## config.mk

```make
export PLATFORM = sky130hd
export DESIGN_NAME = serial_packet_deframer
export DESIGN_NICKNAME = d
export VERILOG_FILES = /design/src/rtl/spd_pkg.sv /design/src/rtl/spd_parser.sv /design/src/rtl/spd_out_buf.sv /design/src/rtl/serial_packet_deframer.sv
export VERILOG_INCLUDE_DIRS = /design/src /design/src/rtl
export SDC_FILE = /design/constraint.sdc
export NUM_CORES = 1
export LEC_CHECK = 0
export ABC_CLOCK_PERIOD_IN_PS = 5710
export BUFFER_PORTS_ARGS = -buffer_cell sky130_fd_sc_hd__buf_2
export CORE_ASPECT_RATIO = 2
export CORE_MARGIN = 5
export CORE_UTILIZATION = 25
export DETAILED_ROUTE_END_ITERATION = 8
export PLACE_DENSITY = 0.45
export SETUP_SLACK_MARGIN = 0.1
export SLEW_MARGIN = 10
export SYNTH_ARGS = -nofsm -noshare
export SYNTH_HDL_FRONTEND = slang
export SYNTH_SLANG_ARGS = --single-unit
```

## constraint.sdc

```tcl
create_clock -name clock -period 5.71 [get_ports clock]
set_input_delay 1.142 -clock clock [delete_from_list [all_inputs] [get_ports clock]]
set_output_delay 1.142 -clock clock [all_outputs]
set_load 0.01 [all_outputs]
```

## src/rtl/assert_macros.svh

```systemverilog
// Assertion helpers for the RTL file that checks its own logic (spd_out_buf).
`ifndef ASSERT_MACROS_SVH
`define ASSERT_MACROS_SVH

// Same-cycle implication, masked during reset.
`define ASSERT_IMPLIES(label, clk, rst, ante, cons) \
   label: assert property (@(posedge clk) disable iff (rst) (ante) |-> (cons)) \
      else $error("assertion failed: same-cycle implication");

// Next-cycle implication, masked during reset.
`define ASSERT_NEXT(label, clk, rst, ante, cons) \
   label: assert property (@(posedge clk) disable iff (rst) (ante) |=> (cons)) \
      else $error("assertion failed: next-cycle implication");

`endif

```

## src/rtl/spd_pkg.sv

```systemverilog
`default_nettype none

package spd_pkg;

   // Hard upper bound on payload length, on top of the programmable limit
   localparam int MaxPayload = 1024;

   // Register indexes of the configuration port
   localparam logic [1:0] RegSync    = 2'd0;
   localparam logic [1:0] RegVersion = 2'd1;
   localparam logic [1:0] RegMaxLen  = 2'd2;

   // Register reset values
   localparam logic [7:0]  SyncReset    = 8'd255;
   localparam logic [7:0]  VersionReset = 8'd254;
   localparam logic [10:0] MaxLenReset  = 11'd1024;

   typedef enum logic [2:0] {
      StOk        = 3'd0,
      StBadVersion = 3'd1,
      StBadLenCs  = 3'd2,
      StTooLong   = 3'd3,
      StBadDataCs = 3'd4
   } status_type;

   typedef enum logic {
      KindPayload = 1'b0,
      KindStatus  = 1'b1
   } kind_type;

   // One result item
   typedef struct packed {
      kind_type    kind;
      logic [7:0]  data_byte;
      logic [9:0]  byte_index;
      logic [15:0] topic_id;
      status_type  status;
      logic        packet_end;
   } result_type;

endpackage

`default_nettype wire

```

## src/rtl/spd_parser.sv

```systemverilog
`default_nettype none

module spd_parser #(
   parameter int MaxPayload = spd_pkg::MaxPayload
) (
   input  wire logic                clock,
   input  wire logic                reset,
   input  wire logic                csr_wr_en,
   input  wire logic [1:0]          csr_index,
   input  wire logic [10:0]         csr_wdata,
   input  wire logic                in_accept,
   input  wire logic [7:0]          rx_byte,
   output logic                     result_valid,
   output spd_pkg::result_type      result
);

   typedef enum logic [8:0] {
      PhHunt    = 9'b000000001,
      PhVersion = 9'b000000010,
      PhLenLo   = 9'b000000100,
      PhLenHi   = 9'b000001000,
      PhLenCs   = 9'b000010000,
      PhTopicLo = 9'b000100000,
      PhTopicHi = 9'b001000000,
      PhPayload = 9'b010000000,
      PhDataCs  = 9'b100000000
   } phase_type;

   localparam logic [15:0] MaxPayloadW = 16'(MaxPayload);

   logic [7:0]  sync_ff;
   logic [7:0]  version_ff;
   logic [10:0] max_len_ff;

   phase_type   phase_ff,  phase_in;
   logic [15:0] length_ff, length_in;
   logic [7:0]  len_sum_ff, len_sum_in;
   logic [7:0]  data_sum_ff, data_sum_in;
   logic [15:0] topic_ff, topic_in;
   logic [10:0] count_ff, count_in;

   logic [15:0] limit;
   logic [10:0] count_inc;
   logic        has_result;

   // Configuration registers; an unknown index is ignored
   always_ff @(posedge clock) begin
      if (reset) begin
         sync_ff    <= spd_pkg::SyncReset;
         version_ff <= spd_pkg::VersionReset;
         max_len_ff <= spd_pkg::MaxLenReset;
      end else if (csr_wr_en) begin
         case (csr_index)
            spd_pkg::RegSync:    sync_ff    <= csr_wdata[7:0];
            spd_pkg::RegVersion: version_ff <= csr_wdata[7:0];
            spd_pkg::RegMaxLen:  max_len_ff <= csr_wdata;
            default: ;
         endcase
      end
   end

   // Effective length limit is the smaller of the register and the hard bound
   assign limit = (MaxPayloadW < {5'd0, max_len_ff}) ? MaxPayloadW : {5'd0, max_len_ff};
   assign count_inc = count_ff + 11'd1;

   // Next state and result for the byte on the input
   always_comb begin
      phase_in    = phase_ff;
      length_in   = length_ff;
      len_sum_in  = len_sum_ff;
      data_sum_in = data_sum_ff;
      topic_in    = topic_ff;
      count_in    = count_ff;
      has_result  = 1'b0;
      result.kind       = spd_pkg::KindStatus;
      result.data_byte  = 8'd0;
      result.byte_index = 10'd0;
      result.topic_id   = 16'd0;
      result.status     = spd_pkg::StOk;
      result.packet_end = 1'b1;
      case (phase_ff)
         PhHunt: begin
            if (rx_byte == sync_ff) phase_in = PhVersion;
         end
         PhVersion: begin
            if (rx_byte != version_ff) begin
               has_result    = 1'b1;
               result.status = spd_pkg::StBadVersion;
               phase_in      = PhHunt;
            end else begin
               phase_in = PhLenLo;
            end
         end
         PhLenLo: begin
            length_in  = {8'd0, rx_byte};
            len_sum_in = rx_byte;
            phase_in   = PhLenHi;
         end
         PhLenHi: begin
            length_in  = {rx_byte, length_ff[7:0]};
            len_sum_in = len_sum_ff + rx_byte;
            phase_in   = PhLenCs;
         end
         PhLenCs: begin
            // checksum is 255 minus the byte sum, that is its complement
            if (rx_byte != ~len_sum_ff) begin
               has_result    = 1'b1;
               result.status = spd_pkg::StBadLenCs;
               phase_in      = PhHunt;
            end else if (length_ff > limit) begin
               has_result    = 1'b1;
               result.status = spd_pkg::StTooLong;
               phase_in      = PhHunt;
            end else begin
               phase_in = PhTopicLo;
            end
         end
         PhTopicLo: begin
            topic_in    = {8'd0, rx_byte};
            data_sum_in = rx_byte;
            phase_in    = PhTopicHi;
         end
         PhTopicHi: begin
            topic_in    = {rx_byte, topic_ff[7:0]};
            data_sum_in = data_sum_ff + rx_byte;
            count_in    = 11'd0;
            phase_in    = (length_ff == 16'd0) ? PhDataCs : PhPayload;
         end
         PhPayload: begin
            has_result        = 1'b1;
            result.kind       = spd_pkg::KindPayload;
            result.data_byte  = rx_byte;
            result.byte_index = count_ff[9:0];
            result.topic_id   = topic_ff;
            result.packet_end = 1'b0;
            data_sum_in       = data_sum_ff + rx_byte;
            count_in          = count_inc;
            if ({5'd0, count_inc} >= length_ff) phase_in = PhDataCs;
         end
         PhDataCs: begin
            has_result      = 1'b1;
            result.topic_id = topic_ff;
            result.status   = (rx_byte == ~data_sum_ff) ? spd_pkg::StOk
                                                        : spd_pkg::StBadDataCs;
            phase_in        = PhHunt;
         end
         default: begin
            phase_in = PhHunt;
         end
      endcase
   end

   assign result_valid = in_accept & has_result;

   // Phase is control state; the rest is written before it is read
   always_ff @(posedge clock) begin
      if (reset) begin
         phase_ff <= PhHunt;
      end else if (in_accept) begin
         phase_ff <= phase_in;
      end
   end

   always_ff @(posedge clock) begin
      if (in_accept) begin
         length_ff   <= length_in;
         len_sum_ff  <= len_sum_in;
         data_sum_ff <= data_sum_in;
         topic_ff    <= topic_in;
         count_ff    <= count_in;
      end
   end

endmodule

`default_nettype wire

```

## src/rtl/spd_out_buf.sv

```systemverilog
`default_nettype none

`include "assert_macros.svh"

module spd_out_buf (
   input  wire logic                clock,
   input  wire logic                reset,
   input  wire logic                push,
   input  wire spd_pkg::result_type push_item,
   output logic                     push_ready,
   output logic                     rsp_valid,
   input  wire logic                rsp_ready,
   output spd_pkg::result_type      rsp_item
);

   logic                  out_valid_ff;
   spd_pkg::result_type   out_item_ff;
   logic                  skid_valid_ff;
   spd_pkg::result_type   skid_item_ff;
   logic                  pop;

   assign pop        = out_valid_ff & rsp_ready;
   assign push_ready = ~skid_valid_ff;
   assign rsp_valid  = out_valid_ff;
   assign rsp_item   = out_item_ff;

   // Refill the output stage from the skid stage first, else from the parser
   always_ff @(posedge clock) begin
      if (reset) begin
         out_valid_ff  <= 1'b0;
         skid_valid_ff <= 1'b0;
      end else if (pop || !out_valid_ff) begin
         if (skid_valid_ff) begin
            out_valid_ff  <= 1'b1;
            skid_valid_ff <= 1'b0;
         end else begin
            out_valid_ff <= push;
         end
      end else if (push) begin
         skid_valid_ff <= 1'b1;
      end
   end

   always_ff @(posedge clock) begin
      if (pop || !out_valid_ff) begin
         out_item_ff <= skid_valid_ff ? skid_item_ff : push_item;
      end else if (push) begin
         skid_item_ff <= push_item;
      end
   end

   `ASSERT_IMPLIES(a_skid_behind_out, clock, reset, skid_valid_ff, out_valid_ff)
   `ASSERT_NEXT(a_skid_holds, clock, reset, skid_valid_ff && !pop, skid_valid_ff)
   `ASSERT_NEXT(a_push_to_skid, clock, reset, push && out_valid_ff && !pop, skid_valid_ff)

endmodule

`default_nettype wire

```

## src/rtl/serial_packet_deframer.sv

```systemverilog
// Channel  Direction  Handshake              Payload
// req      in         req_tvalid/req_tready  tdata[7:0] rx_byte
// rsp      out        rsp_tvalid/rsp_tready  tdata: data_byte, byte_index, topic_id, status;
//                                            tuser: kind; tlast: packet_end
// csr      in         csr_wr_en              csr_index, csr_wdata
//
// One received byte is taken per cycle while req_tready is high; its result, if
// any, is registered in the output register, or first in the skid register, for rsp.
// A two-entry output stage (output register plus skid register) lets input
// continue while one result waits; req_tready drops only when both are full.
// Reset is synchronous, active high, and puts the block back to sync hunting.
`default_nettype none

module serial_packet_deframer #(
   parameter int MaxPayload = spd_pkg::MaxPayload
) (
   input  wire logic        clock,
   input  wire logic        reset,
   input  wire logic        req_tvalid,
   output logic             req_tready,
   input  wire logic [7:0]  req_tdata,   // [7:0] rx_byte
   output logic             rsp_tvalid,
   input  wire logic        rsp_tready,
   output logic [39:0]      rsp_tdata,   // [7:0] data_byte, [17:8] byte_index,
                                         // [33:18] topic_id, [36:34] status, [39:37] zero
   output logic [0:0]       rsp_tuser,   // [0] kind
   output logic             rsp_tlast,
   input  wire logic        csr_wr_en,
   input  wire logic [1:0]  csr_index,
   input  wire logic [10:0] csr_wdata
);

   logic                  in_accept;
   logic                  result_valid;
   spd_pkg::result_type   result;
   spd_pkg::result_type   rsp_item;

   assign in_accept = req_tvalid & req_tready;

   spd_parser #(
      .MaxPayload (MaxPayload)
   ) u_parser (
      .clock        (clock),
      .reset        (reset),
      .csr_wr_en    (csr_wr_en),
      .csr_index    (csr_index),
      .csr_wdata    (csr_wdata),
      .in_accept    (in_accept),
      .rx_byte      (req_tdata),
      .result_valid (result_valid),
      .result       (result)
   );

   spd_out_buf u_out_buf (
      .clock      (clock),
      .reset      (reset),
      .push       (result_valid),
      .push_item  (result),
      .push_ready (req_tready),
      .rsp_valid  (rsp_tvalid),
      .rsp_ready  (rsp_tready),
      .rsp_item   (rsp_item)
   );

   // Pack the result item onto the stream
   assign rsp_tdata = {3'd0, rsp_item.status, rsp_item.topic_id,
                       rsp_item.byte_index, rsp_item.data_byte};
   assign rsp_tuser = rsp_item.kind;
   assign rsp_tlast = rsp_item.packet_end;

endmodule

`default_nettype wire
```

; ---- After elaboration in Yosys (flattened, before gate mapping)
; Index checks and enable logic that the tools add are counted.
[word_totals]
reg_bits = 175
inputBits = 26
output_inout_bits = 44
elab_cells = 106
[classes]
addsub = 3
order_cmp = 3
n_eq_ne = 17
mux = 27
bitwise_logic = 9
reduce_logical = 22
[ops]
columns = operator, n
row1 = $pmux W9 S8, 1
row2 = $pmux W16 S2, 2
row3 = $mux W39, 1
row4 = $mux W9, 4
row5 = $pmux W8 S2, 2
row6 = $pmux W11 S2, 1
row7 = $mux W19, 1
row8 = $add A8 B8 Y8, 2
row9 = $eq A8 B8 Y1, 2
row10 = $ge A11 B16 Y1, 1
row11 = $gt A16 B16 Y1, 1
row12 = $logic_not A16 Y1, 1
row13 = $mux W16, 1
row14 = $ne A8 B8 Y1, 2
row15 = $not A8 Y8, 2
row16 = $reduce_and A2 Y1, 8
row17 = $add A11 B1 Y11 const B, 1
row18 = $lt A11 B11 Y1 const A, 1
row19 = $mux W11, 1
row20 = $eq A9 B1 Y1 const B, 1
row21 = $eq A9 B2 Y1 const B, 1
row22 = $eq A9 B3 Y1 const B, 1
row23 = $eq A9 B4 Y1 const B, 1
row24 = $eq A9 B5 Y1 const B, 1
row25 = other kinds (21), 41

; ---- Longest topological paths before layout
; Gate-level depths: netlist (run 1).
[logic_depth]
ltp_word = 8
mapped_depth = 12
mapped_depth_nobuf = 12

; ---- Cells and area by module
; Synthesis (run 1) repeated with hierarchy kept, for this count alone.
[unflattened]
hier_cells = 703
hier_area_um2 = 8789.7
[by_module_without_submodules]
columns = module, instances, cells_per_inst, area_each_um2, seq_area_each_um2
row1 = spd_parser, 1, 567, 5670.4, 2492.4
row2 = spd_out_buf, 1, 131, 3086.7, 2382.3
row3 = serial_packet_deframer, 1, 5, 32.5, 0.0

; ---- Worst setup path after synthesis (run 1)
; No wires, ideal clock.
[synth_path]
path_kind = input to register
startpoint = in rsp_tready
endpoint = reg u_out_buf.skid_item_ff[0] (netlist name) (enable)
t_arrival_ns = 4.853
required_time_ns = 5.230
setup_slack_ns = 0.377
cell_stages = 2
path_buffers = 0
path_cell_list = nand2b_1 > nor3_1
[synth_via]
elab_chain_len = 4
[synth_lines]
columns = element, line
row1 = "start, declared", serial_packet_deframer.sv:23  ; input wire logic rsp_tready,
row2 = $and A1 B1 Y1, spd_out_buf.sv:22  ; assign pop = out_valid_ff & rsp_ready;
row3 = $logic_or A1 B1 Y1, spd_out_buf.sv:45  ; if (pop || !out_valid_ff) begin
row4 = $not A1 Y1 (no line), n/a
row5 = $reduce_and A2 Y1 (no line), n/a
row6 = "end signal, assigned", spd_out_buf.sv:48  ; skid_item_ff <= push_item;
row7 = "end, declared", spd_out_buf.sv:19  ; spd_pkg::result_type skid_item_ff;
; No other way between the ends.
; A chain may end at the register's enable or synchronous reset.

; ---- Worst setup path after layout (run 1)
[layout_path]
startpoint = reg u_parser.count_ff[2]
endpoint = reg u_parser.phase_ff[3]
[layout_via]
elab_chain_len = 4
[layout_lines]
columns = element, line
row1 = "start, declared", spd_parser.sv:40  ; logic [10:0] count_ff, count_in;
row2 = "start signal, assigned", spd_parser.sv:170  ; count_ff <= count_in;
row3 = $add A11 B1 Y11, spd_parser.sv:64  ; assign count_inc = count_ff + 11'd1;
row4 = net u_parser.count_inc[5], spd_parser.sv:43  ; logic [10:0] count_inc;
row5 = $ge A11 B16 Y1, spd_parser.sv:138  ; if ({5'd0, count_inc} >= length_ff) phase_in = PhDataCs;
row6 = $ne A2 B1 Y1 (no line), n/a
row7 = $reduce_and A3 Y1 (no line), n/a
row8 = "end signal, assigned", spd_parser.sv:158  ; phase_ff <= PhHunt;
row9 = "end signal, assigned", spd_parser.sv:160  ; phase_ff <= phase_in;
row10 = "end, declared", spd_parser.sv:35  ; phase_type phase_ff, phase_in;
; The timed path passes the listed nets, and every way through them passes these cells.

==> results of run 1 <==
-- worst min-delay path, delay by kind of cell (launching register included) --
family           cells  cell delay [ns]
flip-flops           1             0.32
AND/OR/NAND/NOR      2             0.11
-- flip-flops by register name, summed over array words and instances (netlist names) --
| register | cells |
|---|---|
| u_parser.len_sum_ff | 8 |
| u_parser.max_len_ff | 11 |
| u_out_buf.skid_item_ff | 38 |
| u_parser.length_ff | 16 |
| u_parser.count_ff | 11 |
| u_out_buf.skid_valid_ff | 1 |
| u_out_buf.rsp_valid | 1 |
| u_parser.data_sum_ff | 8 |
| u_parser.topic_ff | 16 |
| u_parser.phase_ff | 9 |
| u_out_buf.rsp_item | 38 |
| u_parser.sync_ff | 8 |
| u_parser.version_ff | 8 |
-- power groups by stage --
stage	Sequential [mW]	Combinational, mW	Clock (mW)
after floorplan	1.42	0.184	0
after global placement	1.43	0.254	0
after detailed placement	1.43	0.256	0
after CTS	1.40	0.257	1.30
after global routing	1.40	0.278	1.35
final	1.40	0.255	1.26
-- synth_stat cells (all sizes together) (3+ instances only) --
cell,instances,share of area (%)
and2,61,4.8
xor2,7,0.71
o21a,3,0.26
a21oi,17,0.99
a211o,8,0.81
or3,3,0.28
clkbuf,22,0.96
inv,23,1.0
or2,4,0.29
mux2i,10,1.2
dfxtp,38,8.8
nor3,20,1.2
or4,4,0.45
o31ai,4,0.35
ha,37,5.4
a41o,3,0.35
nor2,44,1.9
edfxtp,135,47
and3,4,0.31
mux2,36,4.7
o21ai,29,1.7
buf,14,1.3
nand3b,11,0.96
nand2,55,2.4
o211ai,4,0.35
nor3b,4,0.48
nand2b,8,0.58
nand4,10,0.73
xnor2,30,3.1
a211oi,3,0.26
a31oi,6,0.44
nor4,8,0.58
a21o,10,0.92
nor2b,21,1.5
nand3,15,0.87
-- worst min-delay path by stage --
stage                                     endpoint  cells after the start
6_report       u_parser.version_ff[3]$_SDFFE_PP1P_                      2
5_1_grt        u_parser.version_ff[3]$_SDFFE_PP1P_                      2
4_1_cts        u_parser.version_ff[3]$_SDFFE_PP1P_                      2
3_5_place_dp   u_parser.version_ff[3]$_SDFFE_PP1P_                      2
3_3_place_gp   u_parser.version_ff[2]$_SDFFE_PP1P_                      2
2_1_floorplan  u_parser.version_ff[0]$_SDFFE_PP0P_                      2
-- final cells by class --
| class | count | area [um^2] |
|---|---|---|
| Multi-Input combinational cell | 500 | 3550 |
| Clock inverter | 14 | 204 |
| Sequential cell | 173 | 4810 |
| Clock buffer | 18 | 429 |
| Inverter | 24 | 90.1 |
| Timing Repair Buffer | 75 | 398 |
| Tap cell | 441 | 552 |
| Fill cell | 3478 | 24200 |
| Antenna cell | 1 | 2.50 |
-- layer usage --
layer	vias up	part of all wire (%)
met5	-	0
li1	2764	-
met3	37	4.0
met2	142	56
met4	0	4.2
met1	2686	35
-- cell families after synthesis --
family	Yosys count
AOI/OAI and AO/OA	97
xor gates and xnor gates	37
adders and majority gates	39
buffers and inverters	60
DFF	173
muxes	46
other	1
and+or+nand+nor	278
-- through the flow --
step	setup WS [ns]	hold slack, ns	total power, mW	cells	utilization [%]
global placement	2.33	0.471	1.68	1213	27.5
CTS	2.46	0.487	2.96	1245	29.3
global route	2.17	0.517	3.03	1245	29.3
finish	2.47	0.485	2.92	1246	29.3
floorplan	0.377	0.449	1.60	733	-
detailed placement	2.29	0.478	1.69	1213	27.5
==> metrics.cfg, run 1 <==
[synth]
synthDistinctLibCells=65
async_flop_share_pct=0
yosys_register_bits=173
seq_area_frac_synth_pct=55.9
synth_top_family_by_area=simple AND/OR/NAND/NOR gates
yosys_warnings=0
synth-simple-area-share_pct=17.9
synthMuxAreaShare_pct=5.87
avgSynthCellArea_um2=11.8
synthXorXnorAreaFrac_pct=3.76
synth_edf_count=135
synthCells=731
synth_area_um2=8610
synth_compound_gate_area_share_pct=7.39
synthFlopType=edfxtp_1
synthAdderAreaFrac_pct=5.84

[flow_run]
drv_cap=0

[pwr]
swShare_pct=24.1
power.leakage_nw=4.05
p_comb_share_pct=8.7
p_int_mw=2.21
p_per_area_nw_per_um2=291
peakVddDrop_mv=0.186
clockPowerShare_pct=43.2
seq_power_share_pct=48.1
p_sw_mw=0.704

[sta]
finalSetupTns_ns=0
finClkSkew_ns=0.0128
finalMaxSlewViolations=0
period_minus_slack_ns=3.24
period_share_pct=56.7
rsz0062_at_grt=no
slew_headroom_pct=31.4
finalHoldViolCount=0
setup_viol=0
tightest_slew_ns=1.03
fmax_ghz=0.309

[cells_and_area]
drive_gt1_share_pct=22.1
finalInstanceArea_um2=10000
finalNetCount=856
final_cell_mix=135 x edfxtp_1, 66 x buf_2, 55 x nand2_1
area_growth_syn_to_layout_pct=16.5
layout_commonest_cell=edfxtp_1

[grt]
gr-max-usage-layer=met2
grt_max_degree=42
grt_pass1_vias=5902
grtUsageMet1_pct=11.1
grt-ovfl-total=0
use_met2_pct=22.4
grt_util_met3_pct=2.50
grt_pass1_wl_mm=33.8
grt_use_total_pct=11.6
antenna_found_initial=0

[die]
die_y_um=273
die_w_um=141
initial_core_util_pct=25.2
rows=96
die_area_um2=38500
io_pins=70
core_area_um2=34200

[run_status]
status=finished, final reports clean

[worst_setup_path]
crit_cells=10
critical_path_class=reg -> reg
crit_end=u_parser.phase_ff[3]$_SDFFE_PP0P_
cpMostUsedCell=and3_1
arrival_ns=3.52
cp.required_ns=5.99
r2r_end=u_parser.phase_ff[3]$_SDFFE_PP0P_
crit_path_start=u_parser.count_ff[2]$_SDFFCE_PP0P_
cp_slowest_cell=a41oi_1
cp_top_family=compound AO/OA/AOI/OAI gates
path_buf_inv=0
worstSetupEndpointType=register
start_kind=register
ff2ff_path_depth=10
crit_path_max_fanout=10
rr_startpoint=u_parser.count_ff[2]$_SDFFCE_PP0P_
path_cells=and3_1 > and3_1 > xor2_1 > ha_1 > a2111o_1 > a31oi_1 > o21ai_0 > a41oi_1 > or4_2 > a21oi_1
rrSetupSlack_ns=2.47
critPathMaxStageDelay_ns=0.79

[placed_design]
placed_cell_area_um2=9400
hpwl_mm=16.8
place.gp.congestion=0.866
io_buffers=66

[drt]
drt_iter0_drc=364
ant_nets=0
vias_per_cell=4.52
post_drt_wl_per_cell_um=17.7
vias=5629
wl_mm=22.0
drc=0
firstDrtPassIters=4

[cts]
postCtsSetupBuffers=0
insertion_delay_ns=0.44
htree_num_levels=4
clk_pin_slew_ns=0.07
cts_buffers=17
root_buffer=clkbuf_16
clock_path_buffers=2
cts_hold_buf=0
cts_tree=yes
clock-sinks=173
cts-resized-gates=0

[hold_path]
hp-class=reg -> reg
min-delay-start=u_parser.version_ff[3]$_SDFFE_PP1P_

Note: power is estimated with default switching activity, not from simulation.
==> run 2, diff against run 1 <==
Settings changed: ABC_AREA set to 1, ABC_CLOCK_PERIOD_IN_PS 5710 to 3300.
Clock period 5.71 ns to 3.3 ns, I/O delays scaled along.
==> metrics.cfg, run 2 <==
[pwr]
p_per_area_nw_per_um2=533  ; was 291 nW/um^2
peakVddDrop_mv=0.365  ; was 0.186 mV
power.leakage_nw=4.41  ; was 4.05 nW

[sta]
slew_headroom_pct=48.7  ; was 31.4%
period_minus_slack_ns=2.98  ; was 3.24 ns
finalHoldViolCount=0  ; unchanged
period_share_pct=90.2  ; was 56.7%
finClkSkew_ns=0.00892  ; was 0.0128 ns
tightest_slew_ns=0.769  ; was 1.03 ns
setup_viol=0  ; unchanged
finalMaxSlewViolations=0  ; unchanged
finalSetupTns_ns=0  ; unchanged
finalHoldWorstSlack_ns=0.433  ; was 0.485 ns
rsz0062_at_grt=no  ; unchanged
fmax_ghz=0.336  ; was 0.309 GHz

[die]
die_y_um=270  ; was 273 um
io_pins=70  ; unchanged
rows=95  ; was 96
initial_core_util_pct=25.2  ; about the same
die_w_um=140  ; was 141 um
core_area_um2=33500  ; was 34200 um^2
die_area_um2=37700  ; was 38500 um^2

[worst_setup_path]
worstSetupEndpointType=register  ; unchanged
arrival_ns=3.18  ; was 3.52 ns
cp_slowest_cell=dfxtp_1  ; was a41oi_1
rrSetupSlack_ns=0.32  ; was 2.47 ns
cp.required_ns=3.50  ; was 5.99 ns
critPathMaxStageDelay_ns=0.33  ; was 0.79 ns
crit_path_start=u_parser.max_len_ff[6]$_SDFFE_PP0P_  ; was u_parser.count_ff[2]$_SDFFCE_PP0P_
critical_path_class=reg -> reg  ; unchanged
cpMostUsedCell=nand2_1  ; was and3_1
crit_end=u_out_buf.skid_item_ff[30]$_DFFE_PP_  ; was u_parser.phase_ff[3]$_SDFFE_PP0P_
path_cells=nor4_2 > a41oi_1 > inv_2 > nand2_1 > ha_1 > nand2_1 > nor2_1 > nand3_1 > nand3b_1 > nand2_1 > nand2_1 > nand2_2 > nand3_2 > nor3b_4 > buf_4 > clkbuf_16  ; was and3_1 > and3_1 > xor2_1 > ha_1 > a2111o_1 > a31oi_1 > o21ai_0 > a41oi_1 > or4_2 > a21oi_1
start_kind=register  ; unchanged
ff2ff_path_depth=16  ; was 10
rr_startpoint=u_parser.max_len_ff[6]$_SDFFE_PP0P_  ; was u_parser.count_ff[2]$_SDFFCE_PP0P_
r2r_end=u_out_buf.skid_item_ff[30]$_DFFE_PP_  ; was u_parser.phase_ff[3]$_SDFFE_PP0P_
crit_path_max_fanout=18  ; was 10

[synth]
synth_common_cells=213 x nand2_1, 135 x edfxtp_1, 133 x nor2_1  ; was 135 x edfxtp_1, 55 x nand2_1, 44 x and2_1, 44 x nor2_1, 38 x dfxtp_1
synthFlopType=edfxtp_1  ; unchanged
avgSynthCellArea_um2=9.36  ; was 11.8 um^2
async_flop_share_pct=0  ; unchanged
synth_area_um2=8440  ; was 8610 um^2
yosysMostFrequentCell=nand2_1  ; was edfxtp_1
yosys_warnings=0  ; unchanged
synthDistinctLibCells=45  ; was 65
synth_top_area_share_pct=48.0  ; was 47.1%
synth_top_area_cell=edfxtp_1  ; unchanged
yosys_register_bits=173  ; unchanged
synthCells=901  ; was 731
synth_edf_count=135  ; unchanged
seq_area_frac_synth_pct=57.1  ; was 55.9%
synth_area_leaders=edfxtp_1 48%, nand2_1 9.5%, dfxtp_1 9.0%  ; was edfxtp_1 47%, dfxtp_1 8.8%, ha_1 5.4%

[grt]
antenna_found_initial=0  ; unchanged
grt_max_degree=62  ; was 42
grt-ovfl-total=0  ; unchanged
grt_pass1_wl_mm=32.9  ; was 33.8 mm
grt_pass1_vias=6158  ; was 5902
grt_use_total_pct=11.3  ; was 11.6%

[cts]
clock-sinks=173  ; unchanged
root_buffer=clkbuf_16  ; unchanged
cts_tree=yes  ; unchanged
clk_pin_slew_ns=0.07  ; about the same
htree_num_levels=4  ; unchanged
clock_path_buffers=2  ; unchanged
cts_hold_buf=0  ; unchanged
cts_buffers=17  ; unchanged
insertion_delay_ns=0.45  ; was 0.44 ns

[flow_run]
drv_cap=0  ; unchanged

[drt]
drc=0  ; unchanged
ant_nets=0  ; unchanged
firstDrtPassIters=5  ; was 4
vias=6082  ; was 5629
drt_iter0_drc=307  ; was 364
post_drt_wl_per_cell_um=14.6  ; was 17.7 um
vias_per_cell=4.26  ; was 4.52
wl_mm=20.9  ; was 22.0 mm

[placed_design]
hpwl_mm=15.5  ; was 16.8 mm
place.gp.congestion=0.802  ; was 0.866
io_buffers=66  ; unchanged

[hold_path]
hp-class=in -> reg  ; was reg -> reg
whs_path_depth=3  ; was 2

[run_status]
status=finished, final reports clean  ; unchanged

[cells_and_area]
drive_gt1_share_pct=13.8  ; was 22.1%
area_growth_syn_to_layout_pct=18.2  ; was 16.5%
finalNetCount=1044  ; was 856
antenna_cells=0  ; was 1
final_cell_mix=212 x nand2_1, 135 x edfxtp_1, 133 x nor2_1  ; was 135 x edfxtp_1, 66 x buf_2, 55 x nand2_1
layout_commonest_cell=nand2_1  ; was edfxtp_1

## run 2: cell count changes after synthesis, moves of 18 or more
| cell | previous run | this run |
|---|---|---|
| nand2_1 | 55 | 213 |
| nor2_1 | 44 | 133 |
| inv_1 | 23 | 108 |
| and2_1 | 44 | 1 |
| mux2_2 | 36 | 0 |
| xnor2_1 | 30 | 3 |
| nand3_1 | 15 | 36 |
| nor2b_1 | 21 | 0 |
| o21ai_0 | 29 | 47 |
## run 2: layout make-up
type,count,area (um^2)
Sequential cell,173,4820
Clock inverter,12,159
Inverter,116,438
Clock buffer,20,447
Tap cell,436,546
Timing Repair Buffer,81,473
Multi-Input combinational cell,590,3090
Fill cell,3549,23600
## run 2: critical path, delay by kind of cell, from the launching register on
kind            cells  cell delay [ns]
buf+inv             3             0.50
fa+ha+maj           1             0.29
flops               1             0.33
compound gates      1             0.18
simple gates       11             1.42
## run 2: kinds of logic (layout without fill, tap and decap cells)
family | after synthesis | after routing | synth area share [%]
DFF | 173 | 173 | 57.1
and+or+nand+nor | 424 | 424 | 21.1
xor gates and xnor gates | 27 | 27 | 2.80
buffers and inverters | 140 | 229 | 6.69
AOI/OAI and AO/OA | 97 | 97 | 6.30
adders and majority gates | 39 | 39 | 5.96
other | 1 | 3 | 0.0444
## run 2: metal layers
metal | wire (um) | GRT usage [%] | part of all wire (%)
met1 | 8300 | 12.3 | 40
met2 | 11000 | 20.2 | 53
met3 | 726 | 2.34 | 3.5
met4 | 874 | 5.90 | 4.2
met5 | 0 | 0 | 0
## run 2: how the worst min path moves through the flow
stage | startpoint | endpoint
global route | csr_wdata[10] | u_parser.max_len_ff[10]$_SDFFE_PP1P_
global placement | u_parser.sync_ff[5]$_SDFFE_PP1P_ | u_parser.sync_ff[5]$_SDFFE_PP1P_
detailed placement | u_parser.sync_ff[5]$_SDFFE_PP1P_ | u_parser.sync_ff[5]$_SDFFE_PP1P_
CTS | csr_wdata[10] | u_parser.max_len_ff[10]$_SDFFE_PP1P_
floorplan | u_parser.max_len_ff[9]$_SDFFE_PP0P_ | u_parser.max_len_ff[9]$_SDFFE_PP0P_
finish | csr_wdata[10] | u_parser.max_len_ff[10]$_SDFFE_PP1P_
## run 2: report_power, final
| group | total (mW) | switching (mW) | internal, mW |
|---|---|---|---|
| Clock | 2.11 | 0.887 | 1.22 |
| Combinational | 0.685 | 0.463 | 0.222 |
| Sequential | 2.52 | 0.0615 | 2.46 |
| Total | 5.31 | 1.41 | 3.90 |
## run 2: what timing repair did
action | in CTS | in global routing
endpoints found under the setup margin | 0 | 37
setup buffers | 0 | 1
resized for setup | 0 | 2
## run 2: per-stage QoR
stage          area (um^2)  power, mW  setup slack (ns)  instances  util [%]
3_3_place_gp          9320       3.26             0.282       1394      27.8
3_5_place_dp          9320       3.26             0.249       1394      27.8
5_1_grt               9970       5.57            0.0883       1428      29.7
2_1_floorplan         8460       3.04           0.00933        903         -
4_1_cts               9930       5.39             0.233       1426      29.6
6_report              9970       5.31             0.324       1428      29.7
